## src/hw/rtl/wapc_pkg.sv

```systemverilog
// ============================================================================
// Wall angle PI controller package
// Types, constants and the CORDIC arctangent table shared by the block.
// ============================================================================
package wapc_pkg;

    localparam int TICK_MS_DEF      = 25;
    localparam int CORDIC_STEPS_DEF = 16;
    localparam int TABLE_LEN        = 24;

    // Configuration register indexes.
    localparam logic [2:0] REG_PROP_GAIN    = 3'd0;
    localparam logic [2:0] REG_INTEG_GAIN   = 3'd1;
    localparam logic [2:0] REG_TARGET_ANGLE = 3'd2;
    localparam logic [2:0] REG_SIDE_X       = 3'd3;
    localparam logic [2:0] REG_FRONT_X      = 3'd4;
    localparam logic [2:0] REG_FRONT_Y      = 3'd5;

    localparam logic [15:0] PROP_GAIN_RST  = 16'd1638;
    localparam logic [15:0] INTEG_GAIN_RST = 16'd41;

    localparam logic [16:0]        COS45_Q16    = 17'd46341;
    localparam logic signed [26:0] HALF_TURN    = 27'sd11796480;
    localparam logic signed [30:0] INTEG_LIMIT  = 31'sd65280000;
    localparam logic signed [17:0] ANGLE_LIMIT  = 18'sd23040;
    localparam logic [12:0]        DIST_MIN     = 13'd5;
    localparam logic [12:0]        DIST_MAX     = 13'd200;
    localparam logic signed [10:0] OUT_SCALE    = 11'sd1000;
    localparam logic [24:0]        OUT_RECIP    = 25'd17179869;

    typedef struct packed {
        logic [12:0] side_distance;
        logic        side_ok;
        logic [12:0] diag_distance;
        logic        diag_ok;
    } in_word_t;

    typedef struct packed {
        logic signed [15:0] correction;
        logic               correction_ok;
        logic signed [15:0] wall_angle;
    } out_word_t;

    typedef enum logic [3:0] {
        ST_IDLE, ST_PREROT, ST_STEP, ST_ROUND, ST_ERR, ST_MUL1, ST_MUL2,
        ST_MUL3, ST_SUM, ST_ABS, ST_DIV1, ST_DIV2, ST_FINISH
    } state_t;

    typedef enum logic [3:0] {
        OP_NOP, OP_LOAD, OP_PREROT, OP_STEP, OP_ROUND, OP_ERR, OP_MUL1,
        OP_MUL2, OP_MUL3, OP_SUM, OP_ABS, OP_DIV1, OP_DIV2, OP_FINISH
    } dp_op_t;

    typedef struct packed {
        dp_op_t     op;
        logic [4:0] step;
    } dp_cmd_t;

    typedef struct packed {
        logic done;
        logic in_range;
    } dp_status_t;

    // atan(2^-i) in 1/65536 degree.
    function automatic logic [21:0] atan_q16(input logic [4:0] idx);
        logic [21:0] v;
        case (idx)
            5'd0:  v = 22'd2949120;
            5'd1:  v = 22'd1740967;
            5'd2:  v = 22'd919879;
            5'd3:  v = 22'd466945;
            5'd4:  v = 22'd234379;
            5'd5:  v = 22'd117304;
            5'd6:  v = 22'd58666;
            5'd7:  v = 22'd29335;
            5'd8:  v = 22'd14668;
            5'd9:  v = 22'd7334;
            5'd10: v = 22'd3667;
            5'd11: v = 22'd1833;
            5'd12: v = 22'd917;
            5'd13: v = 22'd458;
            5'd14: v = 22'd229;
            5'd15: v = 22'd115;
            5'd16: v = 22'd57;
            5'd17: v = 22'd29;
            5'd18: v = 22'd14;
            5'd19: v = 22'd7;
            5'd20: v = 22'd4;
            5'd21: v = 22'd2;
            5'd22: v = 22'd1;
            default: v = 22'd0;
        endcase
        return v;
    endfunction

endpackage

```

## src/hw/rtl/wapc_ctrl.sv

```systemverilog
// ============================================================================
// Wall angle PI controller sequencer
// Handshakes both channels and steps the datapath through one tick.
// ============================================================================
module wapc_ctrl
    import wapc_pkg::*;
#(
    parameter int CORDIC_STEPS = CORDIC_STEPS_DEF
)
(
    input  logic       clk,
    input  logic       rst_n,
    input  logic       in_valid,
    output logic       in_stall,
    output logic       out_valid,
    input  logic       out_stall,
    input  dp_status_t status,
    output dp_cmd_t    cmd
);

    localparam int CW = $clog2(CORDIC_STEPS);
    localparam logic [CW-1:0] LAST_STEP = CW'(CORDIC_STEPS - 1);

    state_t        state_reg, state_next;
    logic [CW-1:0] step_reg, step_next;
    logic          out_valid_reg, out_valid_next;

    always_ff @(posedge clk or negedge rst_n)
    begin
        if (!rst_n)
        begin
            state_reg     <= ST_IDLE;
            step_reg      <= '0;
            out_valid_reg <= 1'b0;
        end
        else
        begin
            state_reg     <= state_next;
            step_reg      <= step_next;
            out_valid_reg <= out_valid_next;
        end
    end

    always_comb
    begin
        state_next     = state_reg;
        step_next      = step_reg;
        out_valid_next = out_valid_reg && out_stall;
        cmd.op         = OP_NOP;
        cmd.step       = 5'(step_reg);
        case (state_reg)
            ST_IDLE:
            begin
                if (in_valid)
                begin
                    cmd.op     = OP_LOAD;
                    state_next = ST_PREROT;
                end
            end
            ST_PREROT:
            begin
                cmd.op     = OP_PREROT;
                step_next  = '0;
                state_next = status.done ? ST_STEP : ST_FINISH;
            end
            ST_STEP:
            begin
                cmd.op = OP_STEP;
                if (step_reg == LAST_STEP)
                    state_next = ST_ROUND;
                else
                    step_next = step_reg + 1'b1;
            end
            ST_ROUND:
            begin
                cmd.op     = OP_ROUND;
                state_next = ST_ERR;
            end
            ST_ERR:
            begin
                cmd.op     = OP_ERR;
                state_next = (status.done && status.in_range) ? ST_MUL1 : ST_FINISH;
            end
            ST_MUL1:
            begin
                cmd.op     = OP_MUL1;
                state_next = ST_MUL2;
            end
            ST_MUL2:
            begin
                cmd.op     = OP_MUL2;
                state_next = ST_MUL3;
            end
            ST_MUL3:
            begin
                cmd.op     = OP_MUL3;
                state_next = ST_SUM;
            end
            ST_SUM:
            begin
                cmd.op     = OP_SUM;
                state_next = ST_ABS;
            end
            ST_ABS:
            begin
                cmd.op     = OP_ABS;
                state_next = ST_DIV1;
            end
            ST_DIV1:
            begin
                cmd.op     = OP_DIV1;
                state_next = ST_DIV2;
            end
            ST_DIV2:
            begin
                cmd.op     = OP_DIV2;
                state_next = ST_FINISH;
            end
            ST_FINISH:
            begin
                if (!out_valid_reg || !out_stall)
                begin
                    cmd.op         = OP_FINISH;
                    out_valid_next = 1'b1;
                    state_next     = ST_IDLE;
                end
            end
            default:
            begin
                state_next = ST_IDLE;
            end
        endcase
    end

    assign in_stall  = (state_reg != ST_IDLE);
    assign out_valid = out_valid_reg;

endmodule

```

## config.mk

```make
export PLATFORM = sky130hd
export DESIGN_NAME = wapc_ctrl
export DESIGN_NICKNAME = d
export VERILOG_FILES = /design/src/hw/rtl/wapc_pkg.sv /design/src/hw/rtl/wapc_ctrl.sv
export SDC_FILE = /design/constraint.sdc
export NUM_CORES = 1
export LEC_CHECK = 0
export BUFFER_PORTS_ARGS = -buffer_cell sky130_fd_sc_hd__buf_4
export CORE_UTILIZATION = 45
export CTS_BUF_LIST = sky130_fd_sc_hd__clkbuf_8 sky130_fd_sc_hd__clkbuf_16
export CTS_CLUSTER_DIAMETER = 40
export CTS_CLUSTER_SIZE = 14
export DETAILED_ROUTE_END_ITERATION = 12
export PLACE_DENSITY = 0.7
export SETUP_SLACK_MARGIN = 0.02
export SYNTH_ARGS = -nofsm -noshare
export SYNTH_HDL_FRONTEND = slang
export SYNTH_SLANG_ARGS = --single-unit
```

## constraint.sdc

```tcl
create_clock -name clk -period 1.2 [get_ports clk]
set_input_delay 0.12 -clock clk [delete_from_list [all_inputs] [get_ports clk]]
set_output_delay 0.12 -clock clk [all_outputs]
set_load 0.01 [all_outputs]
```

==> impl_metrics.tcl, run 1 <==
set metrics [dict create \
    status "complete, but fails checks" \
    violations "negative setup slack" \
    final_antenna_net_count 0 \
    drv_slew 0 \
    cp_data_arrival_time_ns 1.61 \
    cp_max_fo 6 \
    wl_um 3160 \
    final.fill_count 50 \
    gr-usage-met2_pct 62.5 \
    r2r_end "step_reg[2]" \
    end_kind "register" \
    synth_edf_count 0 \
    final.setup_skew_ns 0.00434 \
    grt_pass1_vias 854 \
    ys_seq_area_share_pct 33.0 \
    vdd_drop_max_mv 2.22 \
    dieArea_um2 1680 \
    synth_area_leaders "dfrtp_1 33%, a21oi_1 8.8%, nand2_1 3.8%" \
    finalCriticalPeriod_ns 1.49 \
    portBuffers 15 \
    root_buffer "clkbuf_8" \
    hold_viol_final 0 \
    grt_use_total_pct 38.3 \
    fp.coreArea_um2 1350 \
    synth_flop_cell "dfrtp_1" \
    whs_ns 0.188 \
    drcViolationCount 0 \
    drive_gt1_share_pct 58.1 \
    cp_cell_sequence "buf_2, buf_4, or3b_1, a21oi_1, a211oi_1" \
    rsz0062_at_grt "yes" \
    grt_pass1_wl_um 4010 \
    wl_per_cell_um 21.0 \
    syn_inst 86 \
    worstSetupPathType "register to register" \
    r2r_cells 5 \
    max_stage_delay_ns 0.42 \
    ys_types 33 \
    hp-class "input pin to register" \
    dp.cells 131 \
    dp.final_hpwl_um 1350 \
    yosysTopAreaCell "dfrtp_1" \
    cts_sinks 9 \
    std_cell_rows 13 \
    nNetsFinal 144 \
    use_met1_pct 43.9 \
    timing.rr.start "state_reg[0]" \
    htree_num_levels 1 \
    async_flop_share_pct 100 \
    syn_to_final_growth_pct 80.8 \
    insertion_delay_ns 0.24 \
    first_iter_violations 89 \
    avgViaCountPerCell 6.70 \
    grt_overflow 0 \
    setup_viol 13 \
    n_antenna_cell 0 \
    syn_nets 93 \
    drv_cap 0 \
    multi_input_area_um2 497 \
    cp_data_required_time_ns 1.32 \
    instances_no_fill 151 \
    die_h_um 41.0 \
    synth.most_common_cell "a21oi_1" \
    ys_warn_count 0 \
    antenna_found_initial 0 \
    r2r_slack_ns -0.29 \
    use_met3_pct 12.5 \
    busiest_layer "met2" \
    gp_congestion 0.913 \
    grt_max_degree 11 \
    routed-via-count 1011 \
    p_total_uw 4020 \
    cts_made_buffers 3 \
    cts.clk_slew.worst_paths_ns 0.05 \
    cts_tree "built" \
    cts_buffer_depth 2 \
    ys_seq_elements 9 \
    seqCellArea_um2 231 \
    first_pass_iters 5 \
    start_kind "register" \
    power_density_nw_per_um2 3260 \
    start_util_pct 50.6 \
    ioPinCount 17 \
    holdPathStages 3 \
    fin_ws_ns -0.286 \
    syn_area_per_cell_um2 7.94 \
    die_w_um 41.0 \
    min_to "out_valid" \
    clock.fmax_mhz 673 \
    syn_area_um2 683 \
    p_leak_uw 0.000587 \
    synth_top_area_share_pct 33.0 \
    ys_top_cells_by_count "12 x a21oi_1, 9 x dfrtp_1, 7 x nand2_1" \
    worstHoldStart "out_stall" \
    fin_crit_sh_pct 124 \
    tns_ns -2.55 \
    slowest_stage "dfrtp_2" \
]
## metrics by stage
| stage | setup slack, ns | utilization (%) | cell area [um2] |
|---|---|---|---|
| after floorplan | 0.0237 | - | 702 |
| after global placement | -0.110 | 69.9 | 943 |
| after detailed placement | -0.133 | 69.9 | 943 |
| after CTS | -0.231 | 86.8 | 1170 |
| after global routing | -0.326 | 91.5 | 1230 |
| final | -0.286 | 91.5 | 1230 |
## power by group
| part | internal, uW | total [uW] | switching (uW) |
|---|---|---|---|
| sequential | 443 | 636 | 193 |
| combinational | 1570 | 3020 | 1440 |
| clock | 225 | 368 | 143 |
## layout by cell type, fill, tap and decap left out, types with 2 or more instances in the layout
cell,count
nor2_4,2
dfrtp_2,5
nor3_4,2
o21ai_1,3
nor3_2,2
a31o_2,2
buf_4,43
a21oi_1,9
nand3_2,2
a21oi_2,3
buf_6,8
and4b_1,2
dfrtp_1,4
nand4_1,3
nor2_1,4
nand2_1,6
o21ai_0,2
a211oi_1,2
inv_1,4
nand3_1,3
clkbuf_8,3
## cell type report
type | count | area share [%]
inverters | 4 | 1.22
clock buffers | 3 | 3.34
clock inverters | 1 | 0.304
repair buffers | 53 | 34.7
flip-flops and latches | 9 | 18.7
multi-input cells | 66 | 40.2
well taps | 15 | 1.52
## cell families after synthesis
kind of cell	count (synthesis)	synth area share (%)
AOI/OAI and AO/OA	29	26.9
and+or+nand+nor	34	27.1
other	1	0.549
buffers and inverters	11	9.34
DFF	9	33.0
adders and majority gates	1	1.83
xor gates and xnor gates	1	1.28
## critical path: cells and delay by family, from the launching register on
| family | cells | cell delay [ns] |
|---|---|---|
| AND/OR/NAND/NOR | 1 | 0.37 |
| AO/OA/AOI/OAI | 2 | 0.21 |
| buffers and inverters | 2 | 0.36 |
| flip-flops | 1 | 0.42 |
## routing by layer
metal  vias up  wire, um
met1       463      1090
met4         0       183
met2       101      1490
met5         -         0
met3        32       406
li1        415         -
## worst max-delay path by stage
stage                  from            to  slack, ns
3_3_place_gp   state_reg[1]  state_reg[3]      -0.11
4_1_cts        state_reg[1]        cmd[6]      -0.23
6_report       state_reg[0]   step_reg[2]      -0.29
5_1_grt        state_reg[1]        cmd[8]      -0.33
3_5_place_dp   state_reg[3]  state_reg[1]      -0.13
2_1_floorplan   step_reg[1]   step_reg[0]       0.02
## repair_timing
action / in CTS / in global routing
hold endpoints to repair: 9 / 0
buffers inserted: 14 / 2
resized for setup: 30 / 9
endpoints found under the setup margin: 14 / 14
cloned: 0 / 0
hold buffers: 1 / 0
pin swaps: 7 / 3
No activity file was read; power rests on OpenSTA's default activity.
==> run 2, diff against run 1 <==
- PLACE_DENSITY: 0.7 -> 0.72
==> impl_metrics.tcl, run 2 (synthesis gave the netlist of run 1 again) <==
set metrics [dict create \
    status "complete, but fails checks" \
    violations "negative setup slack" \
    routed-via-count 869 \
    whs_ns 0.192 \
    dieArea_um2 1680 \
    gp_congestion 0.921 \
    path_buf_inv 1 \
    wl_um 2360 \
    cp_max_fo 7 \
    drcViolationCount 0 \
    worstHoldStart "out_stall" \
    layout_common_cells "40 x buf_4, 9 x a21oi_1, 6 x nand2_1" \
    min_to "out_valid" \
    hp-class "input pin to register" \
    root_buffer "clkbuf_8" \
    instances_no_fill 144 \
    grt_pass1_wl_um 3150 \
    antenna_found_initial 0 \
    cts_tree "built" \
    drv_slew 0 \
    die_w_um 41.0 \
    grt_overflow 0 \
    dp.cells 132 \
    power.internal_uw 2000 \
    finalCriticalPeriod_ns 1.44 \
    power_density_nw_per_um2 3020 \
    timing.rr.start "state_reg[2]" \
    grt_max_degree 13 \
    grt_use_total_pct 29.4 \
    drive_gt1_share_pct 55.0 \
    std_cell_rows 13 \
    avgViaCountPerCell 6.03 \
    final.setup_skew_ns 0.00186 \
    portBuffers 15 \
    rsz0062_at_grt "yes" \
    worstSetupPathType "register to output port" \
    cts_buffer_depth 2 \
    slowest_stage "dfrtp_2" \
    cp_cell_sequence "a21o_1, a21oi_2, a2bb2oi_2, buf_4" \
    wl_per_cell_um 16.4 \
    crit_family "compound AO/OA/AOI/OAI gates" \
    p_leak_uw 0.000538 \
    cts_sinks 9 \
    fp.coreArea_um2 1350 \
    vdd_drop_max_mv 1.85 \
    r2r_cells 4 \
    final_antenna_net_count 0 \
    clkPwrFrac_pct 9.9 \
    syn_to_final_growth_pct 67.6 \
    cp_data_required_time_ns 1.08 \
    dp_slack_ns -0.0920 \
    htree_num_levels 1 \
    combPwrFrac_pct 70.5 \
    end_kind "output port" \
    cts.clk_slew.worst_paths_ns 0.04 \
    start_util_pct 50.6 \
    fin_crit_sh_pct 120 \
    switching_power_uw 1460 \
    start_kind "register" \
    cp_data_arrival_time_ns 1.32 \
    drv_cap 0 \
    holdPathStages 3 \
    nNetsFinal 137 \
    die_h_um 41.0 \
    max_stage_delay_ns 0.47 \
    setup_viol 12 \
    mostFrequentLayoutCell "buf_4" \
    clock.fmax_mhz 695 \
    ioPinCount 17 \
    final.fill_count 83 \
    cts_made_buffers 3 \
    r2r_end "step_reg[3]" \
    first_pass_iters 4 \
    r2r_slack_ns -0.19 \
    first_iter_violations 30 \
    n_antenna_cell 0 \
    seqPwrFrac_pct 19.5 \
    swShare_pct 42.2 \
    fin_ws_ns -0.239 \
    insertion_delay_ns 0.23 \
    dp.final_hpwl_um 1370 \
    tns_ns -1.58 \
    grt_pass1_vias 721 \
    hold_viol_final 0 \
]
## run 2: cell types whose count changed in the layout (fill, tap and decap cells not counted), moves of 2 or more
cell | before | now
nor2_4 | 2 | 0
nand3_2 | 2 | 0
buf_6 | 8 | 5
nor2_2 | 0 | 2
buf_4 | 43 | 40
nand3_1 | 3 | 5
## run 2: final cells by class
cell class / count / area (um2) / share of cell area (%)
clock buffer: 3 / 41.3 / 3.61
tap: 15 / 18.8 / 1.64
sequential: 9 / 231 / 20.2
multi-input combinational: 66 / 465 / 40.7
inverter: 4 / 17.5 / 1.53
timing repair buffer: 46 / 367 / 32.0
clock inverter: 1 / 3.75 / 0.328
## run 2: power groups by stage
| stage | registers [uW] | clock network [uW] | logic (uW) |
|---|---|---|---|
| floorplan | 576 | 0 | 1100 |
| global placement | 646 | 0 | 1850 |
| detailed placement | 655 | 0 | 1880 |
| CTS | 648 | 348 | 2230 |
| global route | 686 | 361 | 2610 |
| finish | 676 | 344 | 2440 |
## run 2: layer usage
metal	GRT usage, %	wire [um]	vias up
met5	0	0	-
met1	35.3	999	420
li1	-	-	406
met2	52.0	1180	35
met3	8.15	131	8
met4	5.00	41	0
## run 2: repair_timing
item,CTS,global route
buffers inserted,6,1
hold buffers,1,0
cloned,0,0
setup endpoints to repair,13,14
gates resized for setup,18,10
endpoints found under the hold margin,9,0
pin swaps,6,1
## run 2: how the worst max path moves through the flow
stage | to | start | slack, ns | cells after the start
final | cmd[7] | state_reg[0] | -0.24 | 4
after global routing | cmd[7] | state_reg[0] | -0.27 | 4
after CTS | in_stall | state_reg[1] | -0.20 | 4
after detailed placement | state_reg[3] | state_reg[1] | -0.09 | 3
after global placement | cmd[8] | state_reg[0] | -0.09 | 5
after floorplan | step_reg[0] | step_reg[1] | 0.02 | 4
## run 2: through the flow
step | area (um2) | power, uW | utilization, %
after global routing | 1140 | 3650 | 84.8
after CTS | 1100 | 3230 | 81.5
after detailed placement | 951 | 2540 | 70.4
final | 1140 | 3460 | 84.8
after floorplan | 702 | 1670 | -
after global placement | 951 | 2490 | 70.4
## run 2: worst reg2reg max path, delay by kind of cell (launching register included)
family	cells	cell delay [ns]
AO/OA/AOI/OAI	2	0.31
buffers and inverters	1	0.19
flip-flops	1	0.50
AND/OR/NAND/NOR	1	0.29
==> run 3, diff against run 2 <==
- CORE_UTILIZATION: 45 -> 48
- CTS_BUF_LIST: sky130_fd_sc_hd__clkbuf_8 sky130_fd_sc_hd__clkbuf_16 -> sky130_fd_sc_hd__clkbuf_8
- PLACE_DENSITY: 0.72 -> 0.76
==> impl_metrics.tcl, run 3 <==
set metrics [dict create \
    synth.most_common_cell "a21oi_1" \
    ys_seq_area_share_pct 33.0 \
    synth_area_leaders "dfrtp_1 33%, a21oi_1 8.8%, nand2_1 3.8%" \
    std_cell_rows 13 \
    ys_top_cells_by_count "12 x a21oi_1, 9 x dfrtp_1, 7 x nand2_1" \
    status "did not finish" \
    ys_seq_elements 9 \
    die_h_um 39.7 \
    syn_area_um2 683 \
    syn_nets 93 \
    syn_inst 86 \
    endpoint_type "primary output" \
    firstError "[ERROR GRT-0232] Routing congestion too high. Check the congestion heatmap in the GUI." \
    ys_warn_count 0 \
    grt_max_degree 11 \
    synth_edf_count 0 \
    grt_overflow 4 \
    dp.final_hpwl_um 1360 \
    crit_endpoint "cmd[8]" \
    cts_buffer_depth 2 \
    synth_flop_cell "dfrtp_1" \
    cts_made_buffers 3 \
    ioPinCount 17 \
    portBuffers 15 \
    gp_congestion 0.884 \
    place_area_um2 933 \
    synth_top_area_share_pct 33.0 \
    haltStage "global routing" \
    ys_types 33 \
    yosysTopAreaCell "dfrtp_1" \
    start_util_pct 51.9 \
    cts_sinks 9 \
    root_buffer "clkbuf_8" \
    htree_num_levels 1 \
    syn_area_per_cell_um2 7.94 \
    async_flop_share_pct 100 \
    die_w_um 39.7 \
    grt_use_total_pct 66.7 \
]
## run 3: cell counts after synthesis
Identical to the previous run, type by type.
## run 3: logic make-up after synthesis
family / synth area share, %
AND/OR/NAND/NOR: 27.1
AO/OA/AOI/OAI: 26.9
buffers and inverters: 9.34
flip-flops: 33.0
XOR/XNOR: 1.28
adder cells (fa/ha/maj): 1.83
other: 0.549
## run 3: through the flow
stage                     setup slack, ns  instances  util, %  TNS, ns
after floorplan                    0.0237         86        -        0
after global placement            -0.0811        128     70.8   -0.560
after detailed placement           -0.146        128     70.8   -0.975
after CTS                          -0.231        142     88.2    -1.35
## run 3: metal layers
| metal | GRT overflow | track usage, % |
|---|---|---|
| met5 | 0 | 15.0 |
| met4 | 3 | 71.6 |
| met3 | 0 | 49.4 |
| met2 | 1 | 81.6 |
| met1 | 0 | 66.3 |
## run 3: repair_timing
item | in CTS
endpoints found under the hold margin | 9
setup endpoints to repair | 13
pin swaps | 14
gates resized for setup | 33
buffers inserted | 9
hold buffers | 1
==> run 4, diff against run 3 <==
- CORE_AREA: default -> 2 2 63 65
- CORE_UTILIZATION: 48 -> default
- CTS_BUF_LIST: sky130_fd_sc_hd__clkbuf_8 -> default
- CTS_CLUSTER_DIAMETER: 40 -> default
- CTS_CLUSTER_SIZE: 14 -> default
- DIE_AREA: default -> 0 0 65 67
- PLACE_DENSITY: 0.76 -> default
- PLACE_DENSITY_LB_ADDON: default -> 0.15
- SETUP_SLACK_MARGIN: 0.02 -> default
- clock period: 1.2 -> 1.6 ns (I/O delays scaled with it)
==> impl_metrics.tcl, run 4 (synthesis gave the netlist of run 1 again) <==
set metrics [dict create \
    std_cell_rows 22 \
    timing.rr.start "state_reg[1]" \
    gp_congestion 0.666 \
    ioPinCount 17 \
    r2r_end "state_reg[3]" \
    insertion_delay_ns 0.23 \
    drcViolationCount 0 \
    grt_pass1_wl_um 3070 \
    dp.final_hpwl_um 1360 \
    clock.fmax_mhz 661 \
    cts_made_buffers 3 \
    htree_num_levels 1 \
    worstSetupPathType "register to output port" \
    wl_um 1900 \
    fin_ws_ns 0.0866 \
    cts_buffer_depth 2 \
    cts_tree "built" \
    first_pass_iters 4 \
    start_kind "register" \
    layout_common_cells "18 x buf_4, 12 x a21oi_1, 7 x nand2_1" \
    final.setup_skew_ns 0.00571 \
    hold_viol_final 0 \
    r2r_cells 4 \
    cp_data_arrival_time_ns 1.35 \
    avgViaCountPerCell 4.67 \
    n_antenna_cell 0 \
    grt_use_total_pct 9.46 \
    crit_path_start "state_reg[0]" \
    start_util_pct 18.9 \
    drv_cap 0 \
    tns_ns 0 \
    vdd_drop_max_mv 0.432 \
    fp.coreArea_um2 3610 \
    rsz0062_at_grt "yes" \
    dp_slack_ns 0.200 \
    die_h_um 67 \
    nNetsFinal 110 \
    final_antenna_net_count 0 \
    routed-via-count 700 \
    cp_data_required_time_ns 1.44 \
    mostFrequentLayoutCell "buf_4" \
    die_w_um 65 \
    end_kind "output port" \
    setup_viol 0 \
    hp-class "input pin to register" \
    cts_sinks 9 \
    syn_to_final_growth_pct 30.4 \
    post_cts_buffers 0 \
    status "completed" \
    cts.clk_slew.worst_paths_ns 0.04 \
    drive_gt1_share_pct 27.5 \
    dieArea_um2 4360 \
    cp_max_fo 15 \
    antenna_found_initial 0 \
    grt_max_degree 20 \
    root_buffer "clkbuf_8" \
    wl_per_cell_um 12.6 \
    power_density_nw_per_um2 2050 \
    grt_overflow 0 \
    grt_pass1_vias 633 \
    fin_crit_sh_pct 94.6 \
    drv_slew 0 \
    cp-endpoint "cmd[7]" \
    first_iter_violations 27 \
    portBuffers 15 \
    finalCriticalPeriod_ns 1.51 \
    r2r_slack_ns 0.25 \
    p_total_uw 1830 \
    p_leak_uw 0.000386 \
]
[run 4: worst max-delay path: stages, from the launching register on]
cell and delay (ns):
dfrtp_2 0.50, a21o_1 0.18, a21oi_1 0.13, a2bb2oi_1 0.18
buf_4 0.14
[run 4: what timing repair did]
item | CTS | global route
hold buffers | 1 | 0
resized for setup | 1 | 3
endpoints found under the hold margin | 9 | 0
endpoints found under the setup margin | 1 | 5
pin swaps | 0 | 0
cloned | 0 | 0
[run 4: cell type report]
class / count / area, um2
Clock buffer: 4 / 45.0
Fill cell: 408 / 2720
Inverter: 4 / 15.0
Multi-Input combinational cell: 66 / 397
Sequential cell: 9 / 229
Tap cell: 48 / 60.1
Timing Repair Buffer: 19 / 145
[run 4: worst min path at each step]
stage,startpoint,to,slack [ns],cells after the start
after floorplan,rst_n,out_valid,-0.14,0
after global placement,rst_n,step_reg[2],-0.0007,1
after detailed placement,rst_n,step_reg[2],0.001,1
after CTS,out_stall,out_valid,0.23,3
after global routing,out_stall,out_valid,0.27,3
final,out_stall,out_valid,0.23,3
[run 4: through the flow]
stage               utilization [%]  std cells  instance area, um2  hold slack (ns)
floorplan                         -         86                 683           -0.136
global placement               23.0        145                 830        -0.000658
detailed placement             23.0        145                 830         0.000967
CTS                            24.6        150                 886            0.226
global route                   24.7        150                 891            0.268
finish                         24.7        150                 891            0.232
[run 4: routing by layer]
layer | GRT usage (%) | part of all wire (%) | wire [um] | vias to the layer above
li1 | - | - | - | 350
met1 | 12.4 | 47 | 887 | 328
met2 | 14.6 | 47 | 892 | 20
met3 | 3.04 | 4.6 | 88 | 2
met4 | 3.19 | 1.4 | 27 | 0
met5 | 0 | 0 | 0 | -
[run 4: report_power, final]
part	switching, uW	leakage, uW	internal, uW
clock network	94.3	0.0000228	174
registers	214	0.000112	326
logic	506	0.000252	514
total	815	0.000386	1010
